==> src/sv/message_ring_buffer_defines.svh <==
// Assertion macros shared by the message ring buffer RTL files.
`ifndef MESSAGE_RING_BUFFER_DEFINES_SVH
`define MESSAGE_RING_BUFFER_DEFINES_SVH

`ifndef ASSERT_OFF

// Concurrent assertion on an explicit clock and active-low reset.
`define MRB_ASSERT_ON(lbl, clock, resetn, prop, msg) \
    lbl: assert property (@(posedge clock) disable iff (!resetn) prop) \
        else $error(msg);

// Concurrent assertion on the module's own clk and rst_n.
`define MRB_ASSERT(lbl, prop, msg) \
    `MRB_ASSERT_ON(lbl, clk, rst_n, prop, msg)

`else

`define MRB_ASSERT_ON(lbl, clock, resetn, prop, msg)

`define MRB_ASSERT(lbl, prop, msg)

`endif

`endif

==> src/sv/mrb_pkg.sv <==
// Types, constants and helper functions of the message ring buffer.
package mrb_pkg;

    localparam int SLOT_COUNT = 16;
    localparam int SLOT_W     = $clog2(SLOT_COUNT);
    localparam int STORE_SIZE = 256;
    localparam int STORE_AW   = 8;
    localparam int BYTE_W     = 8;
    localparam int LEN_W      = 8;
    localparam int FREE_W     = 9;
    localparam int OP_W       = 2;
    localparam int STATUS_W   = 2;
    localparam int TDATA_W    = 16;

    localparam logic [SLOT_W-1:0] SLOT_LAST = SLOT_W'(SLOT_COUNT - 1);

    typedef enum logic [OP_W-1:0] {
        OP_WRITE_START = 2'd0,
        OP_WRITE_BYTE  = 2'd1,
        OP_READ_BYTE   = 2'd2
    } op_t;

    typedef enum logic [STATUS_W-1:0] {
        ST_WRITE_OK  = 2'd0,
        ST_READ_DATA = 2'd1,
        ST_EMPTY     = 2'd2,
        ST_IGNORED   = 2'd3
    } status_t;

    typedef struct packed {
        status_t             status;
        logic [BYTE_W-1:0]   read_data;
        logic                last;
        logic [LEN_W-1:0]    length;
    } result_t;

    typedef struct packed {
        logic                rd_en;
        logic [SLOT_W-1:0]   rd_addr;
        logic                wr_en;
        logic [SLOT_W-1:0]   wr_addr;
        logic [STORE_AW-1:0] wr_start;
        logic [LEN_W-1:0]    wr_len;
        logic                rel_en;
        logic [SLOT_W-1:0]   rel_addr;
    } slot_cmd_t;

    typedef struct packed {
        logic [STORE_AW-1:0] start;
        logic [LEN_W-1:0]    len;
    } slot_rsp_t;

    typedef struct packed {
        logic                we;
        logic [STORE_AW-1:0] waddr;
        logic [BYTE_W-1:0]   wdata;
        logic                re;
        logic [STORE_AW-1:0] raddr;
    } byte_cmd_t;

    function automatic logic [SLOT_W-1:0] next_slot(input logic [SLOT_W-1:0] s);
        return (s == SLOT_LAST) ? '0 : SLOT_W'(s + 1'b1);
    endfunction

endpackage

==> src/sv/mrb_byte_ram.sv <==
// Byte store of the ring buffer: single-port-write, registered-read RAM.
module mrb_byte_ram
    import mrb_pkg::*;
(
    input  logic              clk,
    input  byte_cmd_t         cmd,
    output logic [BYTE_W-1:0] rdata
);

    logic [BYTE_W-1:0] mem [STORE_SIZE];
    logic [BYTE_W-1:0] rdata_reg;

    always_ff @(posedge clk)
    begin
        if (cmd.we)
        begin
            mem[cmd.waddr] <= cmd.wdata;
        end
        if (cmd.re)
        begin
            rdata_reg <= mem[cmd.raddr];
        end
    end

    assign rdata = rdata_reg;

endmodule

==> src/sv/mrb_slot_table.sv <==
// Slot record table: start and length memory with per-slot occupancy bits.
`include "message_ring_buffer_defines.svh"

module mrb_slot_table
    import mrb_pkg::*;
(
    input  logic      clk,
    input  logic      rst_n,
    input  slot_cmd_t cmd,
    output slot_rsp_t rsp
);

    logic [STORE_AW+LEN_W-1:0] mem [SLOT_COUNT];
    logic [STORE_AW+LEN_W-1:0] rd_data_reg;
    logic [SLOT_COUNT-1:0]     occ_reg;
    logic                      occ_rd_reg;

    // Records are only written; a freed slot just drops its occupancy bit.
    always_ff @(posedge clk)
    begin
        if (cmd.wr_en)
        begin
            mem[cmd.wr_addr] <= {cmd.wr_start, cmd.wr_len};
        end
        if (cmd.rd_en)
        begin
            rd_data_reg <= mem[cmd.rd_addr];
        end
    end

    always_ff @(posedge clk or negedge rst_n)
    begin
        if (!rst_n)
        begin
            occ_reg    <= '0;
            occ_rd_reg <= 1'b0;
        end
        else
        begin
            if (cmd.rel_en)
            begin
                occ_reg[cmd.rel_addr] <= 1'b0;
            end
            if (cmd.wr_en)
            begin
                occ_reg[cmd.wr_addr] <= (cmd.wr_len != '0);
            end
            if (cmd.rd_en)
            begin
                occ_rd_reg <= occ_reg[cmd.rd_addr];
            end
        end
    end

    // An empty slot reads as length zero whatever the memory holds.
    assign rsp.start = rd_data_reg[STORE_AW+LEN_W-1:LEN_W];
    assign rsp.len   = occ_rd_reg ? rd_data_reg[LEN_W-1:0] : '0;

    `MRB_ASSERT(a_no_rd_wr_clash, cmd.rd_en && cmd.wr_en |-> cmd.rd_addr != cmd.wr_addr, "slot read and write collide")
    `MRB_ASSERT(a_no_rd_rel_clash, cmd.rd_en && cmd.rel_en |-> cmd.rd_addr != cmd.rel_addr, "slot read and release collide")
    `MRB_ASSERT(a_wr_sets_occ, cmd.wr_en && (cmd.wr_len != '0) |=> occ_reg[$past(cmd.wr_addr)], "written slot not occupied")

endmodule

==> src/sv/mrb_ctrl.sv <==
// Sequencer of the ring buffer: pointers, slot scans and the result register.
`include "message_ring_buffer_defines.svh"

module mrb_ctrl
    import mrb_pkg::*;
(
    input  logic              clk,
    input  logic              rst_n,
    input  logic              in_valid,
    output logic              in_ready,
    input  logic [OP_W-1:0]   in_op,
    input  logic [LEN_W-1:0]  in_len,
    input  logic [BYTE_W-1:0] in_data,
    output logic              out_valid,
    input  logic              out_ready,
    output result_t           out_res,
    output slot_cmd_t         slot_cmd,
    input  slot_rsp_t         slot_rsp,
    output byte_cmd_t         ram_cmd,
    input  logic [BYTE_W-1:0] ram_rdata
);

    typedef enum logic [5:0] {
        S_IDLE   = 6'b000001,
        S_EVICT  = 6'b000010,
        S_COMMIT = 6'b000100,
        S_RSCAN  = 6'b001000,
        S_RDATA  = 6'b010000,
        S_HOLD   = 6'b100000
    } state_t;

    state_t              state_reg, state_next;
    logic [FREE_W-1:0]   free_reg, free_next;
    logic [SLOT_W-1:0]   ws_reg, ws_next;
    logic [STORE_AW-1:0] wp_reg, wp_next;
    logic [LEN_W-1:0]    wr_reg, wr_next;
    logic [STORE_AW-1:0] rp_reg, rp_next;
    logic [LEN_W-1:0]    rr_reg, rr_next;
    logic [LEN_W-1:0]    rl_reg, rl_next;
    logic [LEN_W-1:0]    len_reg, len_next;
    logic [SLOT_W-1:0]   scan_reg, scan_next;
    logic [SLOT_W-1:0]   cnt_reg, cnt_next;
    result_t             res_reg, res_next;
    result_t             out_reg, out_next;
    logic                out_valid_reg, out_valid_next;

    logic                out_free;
    logic [FREE_W:0]     free_sum;
    logic [FREE_W-1:0]   free_add;
    logic [FREE_W-1:0]   len_ext;
    logic [SLOT_W-1:0]   scan_succ;
    result_t             res_now;
    logic                res_fire;

    assign out_free  = !out_valid_reg || out_ready;
    assign free_sum  = {1'b0, free_reg} + (FREE_W + 1)'(slot_rsp.len);
    assign free_add  = (free_sum > (FREE_W + 1)'(STORE_SIZE)) ? FREE_W'(STORE_SIZE)
                                                               : free_sum[FREE_W-1:0];
    assign len_ext   = FREE_W'(len_reg);
    assign scan_succ = next_slot(scan_reg);

    assign in_ready  = (state_reg == S_IDLE);
    assign out_valid = out_valid_reg;
    assign out_res   = out_reg;

    always_comb
    begin
        state_next     = state_reg;
        free_next      = free_reg;
        ws_next        = ws_reg;
        wp_next        = wp_reg;
        wr_next        = wr_reg;
        rp_next        = rp_reg;
        rr_next        = rr_reg;
        rl_next        = rl_reg;
        len_next       = len_reg;
        scan_next      = scan_reg;
        cnt_next       = cnt_reg;
        res_next       = res_reg;
        out_next       = out_reg;
        out_valid_next = out_valid_reg && !out_ready;
        res_now        = '0;
        res_fire       = 1'b0;
        slot_cmd       = '0;
        ram_cmd        = '0;

        unique case (state_reg)
            S_IDLE:
            begin
                if (in_valid)
                begin
                    unique case (in_op)
                        OP_WRITE_START:
                        begin
                            rr_next          = '0;
                            rl_next          = '0;
                            wp_next          = wp_reg + wr_reg;
                            wr_next          = '0;
                            len_next         = in_len;
                            scan_next        = ws_reg;
                            cnt_next         = '0;
                            slot_cmd.rd_en   = 1'b1;
                            slot_cmd.rd_addr = ws_reg;
                            state_next       = S_EVICT;
                        end
                        OP_WRITE_BYTE:
                        begin
                            res_fire = 1'b1;
                            if (wr_reg != '0)
                            begin
                                ram_cmd.we     = 1'b1;
                                ram_cmd.waddr  = wp_reg;
                                ram_cmd.wdata  = in_data;
                                wp_next        = wp_reg + 1'b1;
                                wr_next        = wr_reg - 1'b1;
                                res_now.status = ST_WRITE_OK;
                            end
                            else
                            begin
                                res_now.status = ST_IGNORED;
                            end
                        end
                        OP_READ_BYTE:
                        begin
                            if (rr_reg != '0)
                            begin
                                ram_cmd.re    = 1'b1;
                                ram_cmd.raddr = rp_reg;
                                state_next    = S_RDATA;
                            end
                            else
                            begin
                                scan_next        = ws_reg;
                                cnt_next         = '0;
                                slot_cmd.rd_en   = 1'b1;
                                slot_cmd.rd_addr = ws_reg;
                                state_next       = S_RSCAN;
                            end
                        end
                        default:
                        begin
                            res_fire       = 1'b1;
                            res_now.status = ST_IGNORED;
                        end
                    endcase
                end
            end
            S_EVICT:
            begin
                // Free the slot just read; the first one (the target) always goes.
                slot_cmd.rel_en   = 1'b1;
                slot_cmd.rel_addr = scan_reg;
                free_next         = free_add;
                if ((cnt_reg == SLOT_LAST) || (free_add >= len_ext))
                begin
                    state_next = S_COMMIT;
                end
                else
                begin
                    scan_next        = scan_succ;
                    cnt_next         = cnt_reg + 1'b1;
                    slot_cmd.rd_en   = 1'b1;
                    slot_cmd.rd_addr = scan_succ;
                end
            end
            S_COMMIT:
            begin
                slot_cmd.wr_en    = 1'b1;
                slot_cmd.wr_addr  = ws_reg;
                slot_cmd.wr_start = wp_reg;
                slot_cmd.wr_len   = len_reg;
                free_next         = (free_reg >= len_ext) ? (free_reg - len_ext) : '0;
                wr_next           = len_reg;
                ws_next           = next_slot(ws_reg);
                res_fire          = 1'b1;
                res_now.status    = ST_WRITE_OK;
                res_now.length    = len_reg;
                state_next        = S_IDLE;
            end
            S_RSCAN:
            begin
                if (slot_rsp.len != '0)
                begin
                    slot_cmd.rel_en   = 1'b1;
                    slot_cmd.rel_addr = scan_reg;
                    free_next         = free_add;
                    rp_next           = slot_rsp.start;
                    rr_next           = slot_rsp.len;
                    rl_next           = slot_rsp.len;
                    ram_cmd.re        = 1'b1;
                    ram_cmd.raddr     = slot_rsp.start;
                    state_next        = S_RDATA;
                end
                else if (cnt_reg == SLOT_LAST)
                begin
                    res_fire       = 1'b1;
                    res_now.status = ST_EMPTY;
                    state_next     = S_IDLE;
                end
                else
                begin
                    scan_next        = scan_succ;
                    cnt_next         = cnt_reg + 1'b1;
                    slot_cmd.rd_en   = 1'b1;
                    slot_cmd.rd_addr = scan_succ;
                end
            end
            S_RDATA:
            begin
                rp_next           = rp_reg + 1'b1;
                rr_next           = rr_reg - 1'b1;
                res_fire          = 1'b1;
                res_now.status    = ST_READ_DATA;
                res_now.read_data = ram_rdata;
                res_now.last      = (rr_reg == LEN_W'(1));
                res_now.length    = rl_reg;
                state_next        = S_IDLE;
            end
            S_HOLD:
            begin
                if (out_free)
                begin
                    out_next       = res_reg;
                    out_valid_next = 1'b1;
                    state_next     = S_IDLE;
                end
            end
            default:
            begin
                state_next = S_IDLE;
            end
        endcase

        // A finished result goes straight out when it can, else it waits in HOLD.
        if (res_fire)
        begin
            if (out_free)
            begin
                out_next       = res_now;
                out_valid_next = 1'b1;
            end
            else
            begin
                res_next   = res_now;
                state_next = S_HOLD;
            end
        end
    end

    always_ff @(posedge clk or negedge rst_n)
    begin
        if (!rst_n)
        begin
            state_reg     <= S_IDLE;
            free_reg      <= FREE_W'(STORE_SIZE);
            ws_reg        <= '0;
            wp_reg        <= '0;
            wr_reg        <= '0;
            rp_reg        <= '0;
            rr_reg        <= '0;
            rl_reg        <= '0;
            len_reg       <= '0;
            scan_reg      <= '0;
            cnt_reg       <= '0;
            out_valid_reg <= 1'b0;
        end
        else
        begin
            state_reg     <= state_next;
            free_reg      <= free_next;
            ws_reg        <= ws_next;
            wp_reg        <= wp_next;
            wr_reg        <= wr_next;
            rp_reg        <= rp_next;
            rr_reg        <= rr_next;
            rl_reg        <= rl_next;
            len_reg       <= len_next;
            scan_reg      <= scan_next;
            cnt_reg       <= cnt_next;
            out_valid_reg <= out_valid_next;
        end
    end

    always_ff @(posedge clk)
    begin
        res_reg <= res_next;
        out_reg <= out_next;
    end

    `MRB_ASSERT(a_free_range, free_reg <= FREE_W'(STORE_SIZE), "free byte count above store size")
    `MRB_ASSERT(a_read_within_msg, rr_reg <= rl_reg, "read remaining exceeds message length")
    `MRB_ASSERT(a_evict_enough, state_reg == S_COMMIT |-> free_reg >= len_ext, "eviction left too little space")

endmodule

==> src/sv/message_ring_buffer.sv <==
// Top level of the variable-length message ring buffer.
//
// Messages of 0 to 255 bytes share a 256-byte circular byte store and are
// tracked in a ring of SLOT_COUNT slot records (start, length). A write_start
// transaction frees the current write slot, then evicts the oldest messages
// from that slot onward until the new length fits, and opens the slot.
// write_byte transactions fill the opened message one byte at a time; bytes
// beyond its length are ignored and answered with status 3. A read_byte
// transaction with no read in progress takes the oldest non-empty slot,
// frees it and returns its first byte; later read_byte transactions return
// the following bytes, the last one flagged on m_tlast. A write_start ends
// any unfinished read. Exactly one result transaction follows each input
// transaction, in order. The block works on one item at a time, and
// s_tready is high whenever the sequencer is idle, even while the previous
// result still waits on the output. A write_byte is answered from the idle
// state. A read_byte of a message already being read issues a registered
// read of the byte RAM and answers from the read-data state. A read_byte
// that opens a message first scans the slot records (1 to SLOT_COUNT are
// inspected, all of them when every slot is empty); a write_start visits 1
// to SLOT_COUNT slots during eviction and then commits the new record.
// These scans step through the slot memory one record per cycle. A result
// that meets a stalled output waits in HOLD until m_tready returns.
// Slot occupancy is kept in flip-flops cleared by reset, so the block is
// ready right after reset with no clearing pass.
module message_ring_buffer
    import mrb_pkg::*;
(
    input  logic                clk,
    input  logic                rst_n,
    input  logic                s_tvalid,
    output logic                s_tready,
    input  logic [TDATA_W-1:0]  s_tdata,   // [7:0] msg_length, [15:8] data_byte
    input  logic [OP_W-1:0]     s_tuser,   // [1:0] operation
    output logic                m_tvalid,
    input  logic                m_tready,
    output logic [TDATA_W-1:0]  m_tdata,   // [7:0] read_data, [15:8] message_length
    output logic [STATUS_W-1:0] m_tuser,   // [1:0] status
    output logic                m_tlast    // last_of_message
);

    slot_cmd_t         slot_cmd;
    slot_rsp_t         slot_rsp;
    byte_cmd_t         ram_cmd;
    logic [BYTE_W-1:0] ram_rdata;
    result_t           out_res;

    // The sequencer owns all pointers and counters and the result register.
    mrb_ctrl u_ctrl (
        .clk       (clk),
        .rst_n     (rst_n),
        .in_valid  (s_tvalid),
        .in_ready  (s_tready),
        .in_op     (s_tuser),
        .in_len    (s_tdata[LEN_W-1:0]),
        .in_data   (s_tdata[LEN_W+BYTE_W-1:LEN_W]),
        .out_valid (m_tvalid),
        .out_ready (m_tready),
        .out_res   (out_res),
        .slot_cmd  (slot_cmd),
        .slot_rsp  (slot_rsp),
        .ram_cmd   (ram_cmd),
        .ram_rdata (ram_rdata)
    );

    // Slot records: one read, one write and one release per cycle at most.
    mrb_slot_table u_slot_table (
        .clk   (clk),
        .rst_n (rst_n),
        .cmd   (slot_cmd),
        .rsp   (slot_rsp)
    );

    // Message bytes; a read may return a byte that was never written.
    mrb_byte_ram u_byte_ram (
        .clk   (clk),
        .cmd   (ram_cmd),
        .rdata (ram_rdata)
    );

    assign m_tdata = {out_res.length, out_res.read_data};
    assign m_tuser = out_res.status;
    assign m_tlast = out_res.last;

endmodule
==> config.mk <==
export PLATFORM = sky130hd
export DESIGN_NAME = message_ring_buffer
export DESIGN_NICKNAME = d
export VERILOG_FILES = /design/src/sv/mrb_pkg.sv /design/src/sv/mrb_byte_ram.sv /design/src/sv/mrb_slot_table.sv /design/src/sv/mrb_ctrl.sv /design/src/sv/message_ring_buffer.sv
export VERILOG_INCLUDE_DIRS = /design/src /design/src/sv
export SDC_FILE = /design/constraint.sdc
export NUM_CORES = 2
export LEC_CHECK = 0
export BUFFER_PORTS_ARGS = -buffer_cell sky130_fd_sc_hd__buf_2
export CORE_MARGIN = 2
export CORE_UTILIZATION = 59
export CTS_BUF_LIST = sky130_fd_sc_hd__clkbuf_8
export DETAILED_ROUTE_END_ITERATION = 10
export PLACE_DENSITY_LB_ADDON = 0.12
export SYNTH_ARGS = -nofsm -noshare
export SYNTH_HDL_FRONTEND = slang
export SYNTH_SLANG_ARGS = --single-unit
export TNS_END_PERCENT = 100
==> constraint.sdc <==
create_clock -name clk -period 5.6 [get_ports clk]
set_input_delay 0.56 -clock clk [delete_from_list [all_inputs] [get_ports clk]]
set_output_delay 0.56 -clock clk [all_outputs]
set_load 0.01 [all_outputs]
==> impl_metrics.py <==
metrics = {
    "logic_synthesis": {
        "ys_ff_latch": 2459,
        "synth-seq-area-share_pct": 75.2,
        "synth_edf_count": 2347,
        "synth_top_family_by_area": "multiplexers",
        "synth_cells": 5165,
        "yosys-mux-area-fraction_pct": 12.5,
        "ys_warn_count": 0,
        "synthSimpleGateAreaFrac_pct": 4.26,
        "avgSynthCellArea_um2": 18.8,
        "synthDistinctLibCells": 81,
        "synthFlopType": "edfxtp_1",
        "synth_xor_xnor_area_share_pct": 0.243,
        "syn_nets": 5224,
        "synth_compound_area_share_pct": 5.69,
        "synthArstFlopShare_pct": 3.78,
        "synth_adder_area_share_pct": 0.501,
        "netlist_area_um2": 97300,
    },
    "die": {
        "die_w_um": 410,
        "die_h_um": 410,
        "dieArea_um2": 168000,
        "fp-row-count": 149,
        "start_util_pct": 59.2,
        "pin_count": 43,
        "coreArea_um2": 164000,
    },
    "route": {
        "wl_per_cell_um": 29.9,
        "firstDrtPassIters": 6,
        "num_vias": 53600,
        "drc": 0,
        "postRouteWirelength_mm": 245,
        "routed_via_density": 6.53,
        "antenna_left": 0,
        "drt_iter0_markers": 7067,
    },
    "global_route": {
        "grt_pass1_vias": 53300,
        "grt_pass1_wl_mm": 357,
        "grt_usage_pct": 29.2,
        "grt_overflow_total": 0,
        "antenna_found_initial": 5,
        "grt_max_degree": 124,
    },
    "sta": {
        "finalHoldViolations": 0,
        "slew-limit-headroom_pct": 8.97,
        "setup-violations-final": 0,
        "fmax_ghz": 0.183,
        "finClkSkew_ns": 0.0716,
        "slew_viol_final": 0,
        "fin_crit_ns": 5.46,
        "period_share_pct": 97.5,
        "rsz0062_at_grt": "true",
        "tightest_slew_ns": 1.36,
    },
    "placed_design": {
        "place_congestion": 0.930,
        "port_buffers": 42,
        "dp_hpwl_mm": 150,
        "dp.cells": 7469,
    },
    "layout": {
        "biggestRegsByFlops": "u_byte_ram.mem: 2048 flops, u_slot_table.mem: 256 flops",
        "final_core_util_pct": 67.4,
        "regMostFlops": "u_byte_ram.mem",
        "nets": 5770,
        "largest_reg_flops": 2048,
        "syn2layout_area_growth_pct": 13.8,
        "fillCellCount": 10800,
        "drive_above_1_share_pct": 26.4,
        "stdcell_count": 8202,
    },
    "clock_tree": {
        "cts_buffers": 394,
        "cts_tree": "done",
        "clock_latency_ns": 1.07,
        "htree_levels": 5,
        "cts_root_buffer": "clkbuf_8",
        "clock_sinks": 2459,
        "path_clk_slew_ns": 0.06,
        "cts_buffer_depth": 4,
    },
    "power": {
        "intPower_mw": 29.9,
        "power.leakage_nw": 37.0,
        "ir_drop_uv": 343,
        "p_seq_share_pct": 52.3,
        "p_per_area_nw_per_um2": 365,
        "p_sw_share_pct": 26.1,
        "p_clk_share_pct": 34.3,
        "pwr-share-comb_pct": 13.4,
        "p_switching_mw": 10.5,
    },
    "setup_path": {
        "reg2regPathDepth": 25,
        "cp.required_ns": 6.37,
        "reg2reg_slack_ns": 0.14,
        "cp_max_fo": 12,
        "critPathCaptureType": "flip-flop",
        "criticalPathCategory": "reg2reg",
        "crit_arrival_ns": 6.23,
        "start_kind": "flip-flop",
    },
    "status": {
        "outcome": "finished, final reports clean",
    },
    "run": {
        "max_cap_viol_count": 0,
    },
    "hold_path": {
        "hold_class": "in2reg",
        "min_path_cells": 2,
    },
}
-- path summary, 6_finish.rpt --
kind                                              start                           to
worst max register to register  u_slot_table.occ_rd_reg  u_slot_table.rd_data_reg[2]
worst min register to register       u_ctrl.out_res[11]           u_ctrl.out_res[11]
worst max-delay path            u_slot_table.occ_rd_reg  u_slot_table.rd_data_reg[2]
max in group asynchronous                         rst_n            u_ctrl.len_reg[2]
worst min-delay path                        s_tdata[11]       u_byte_ram.mem[227][3]
min in group asynchronous                         rst_n           u_ctrl.scan_reg[3]
-- final cells by class --
| cell class | count | area, µm² | share of cell area (%) |
|---|---|---|---|
| inverter | 44 | 165 | 0.149 |
| antenna | 5 | 12.5 | 0.0113 |
| sequential | 2459 | 73200 | 66.1 |
| clock buffer | 414 | 5700 | 5.14 |
| timing repair buffer | 461 | 4100 | 3.70 |
| tap | 2189 | 2740 | 2.47 |
| clock inverter | 279 | 1290 | 1.17 |
| multi-input combinational | 2351 | 23600 | 21.3 |
-- through the flow --
step,instance area [µm²],power [mW],TNS (ns),setup slack [ns],hold WS [ns]
5_1_grt,111000,41.9,-1.05,-0.136,0.0715
3_5_place_dp,103000,26.6,-4.01,-0.353,0.441
4_1_cts,110000,40.4,-0.0103,-0.0103,0.0208
3_3_place_gp,103000,26.5,-1.90,-0.272,0.433
6_report,111000,40.4,0,0.138,0.124
2_1_floorplan,97400,24.6,-0.0250,-0.0250,0.264
-- critical path, cell delays in order, from the launching register on --
cell and delay, ns:
dfrtp_1 0.37, buf_6 0.13, nand2_1 0.08, xnor2_2 0.20
ha_4 0.19, a21o_4 0.14, nand3_1 0.17, a32oi_4 0.27
a21oi_2 0.10, xor2_1 0.25, o2111a_1 0.29, a21boi_4 0.07
nand2b_1 0.14, ha_1 0.26, nand2b_1 0.11, a211oi_2 0.07
o211a_1 0.28, or2_2 0.34, a41o_4 0.25, o21ai_4 0.24
nand2_4 0.16, buf_12 0.25, buf_6 0.15, a2111oi_2 0.38
a311oi_1 0.09, a22o_1 0.22
-- logic make-up after synthesis --
| kind of cell | Yosys count |
|---|---|
| flip-flops | 2459 |
| AND/OR/NAND/NOR | 920 |
| AO/OA/AOI/OAI | 789 |
| multiplexers | 577 |
| buffers and inverters | 355 |
| adder cells (fa/ha/maj) | 38 |
| XOR/XNOR | 27 |
-- synth_stat cells, drive strengths merged (7+ instances only) --
library cell	instances	area share, %
edfxtp	2347	72
mux4	511	12
nor2	365	1.4
nand2	258	0.99
a22oi	225	1.7
clkbuf	184	0.71
a21oi	133	0.68
buf	127	0.72
o21ai	119	0.61
a2111oi	94	0.85
dfrtp	91	2.3
and3	78	0.50
nand3	73	0.38
mux2i	62	0.64
and2	44	0.28
inv	44	0.17
ha	35	0.45
a211oi	27	0.21
o22ai	20	0.13
dfxtp	19	0.39
nor4	19	0.13
a21o	18	0.14
a32oi	18	0.16
nor3	18	0.093
a22o	17	0.15
nor2b	17	0.11
xnor2	15	0.13
o211ai	13	0.10
o21a	13	0.10
xor2	12	0.11
a31o	11	0.099
nand2b	11	0.071
nand3b	10	0.077
a311oi	9	0.081
nor3b	9	0.081
o2111ai	9	0.081
a31oi	8	0.051
a221oi	7	0.063
-- power by group through the flow --
stage / logic (mW) / registers (mW) / clock network, mW
floorplan: 3.18 / 21.4 / 0
global placement: 5.03 / 21.5 / 0
detailed placement: 5.12 / 21.5 / 0
CTS: 5.19 / 21.1 / 14.1
global route: 5.83 / 21.2 / 14.8
finish: 5.43 / 21.1 / 13.9
-- cell usage in the layout, fill, tap and decap left out, types with 16 or more instances in the layout --
cell type	synthesis	final
buf_2	97	41
clkbuf_8	0	414
clkinv_1	0	101
dfrtp_1	91	91
a21o_1	18	17
nor3_1	18	16
a21oi_1	133	124
edfxtp_1	2347	2347
nor4_1	18	18
nor2_1	365	350
mux2i_1	62	59
buf_4	15	347
mux4_2	511	511
and2_1	42	33
a211oi_1	27	17
nand3_1	73	69
and3_1	78	78
buf_12	0	52
nand2_1	258	249
dfxtp_1	19	19
o22ai_1	20	19
o21ai_0	112	108
a32oi_1	18	17
a2111oi_0	93	36
a2111oi_2	0	29
inv_1	44	168
clkinv_2	0	40
a22oi_1	224	224
ha_1	35	33
-- metal layers --
layer / routed length, µm / track usage, % / vias to the layer above
met4: 8340 / 10.9 / 0
li1: - / - / 22400
met3: 24800 / 6.48 / 506
met1: 97200 / 42.3 / 27800
met5: 0 / 0 / -
met2: 115000 / 44.3 / 2913
-- what timing repair did --
item / CTS / global route
gates resized for setup: 22 / 146
setup buffers: 6 / 12
hold buffers: 15 / 0
gates cloned: 0 / 2
pin swaps: 9 / 19
endpoints found under the setup margin: 17 / 20
hold endpoints to repair: 61 / 0
No activity file was read; power rests on OpenSTA's default activity.
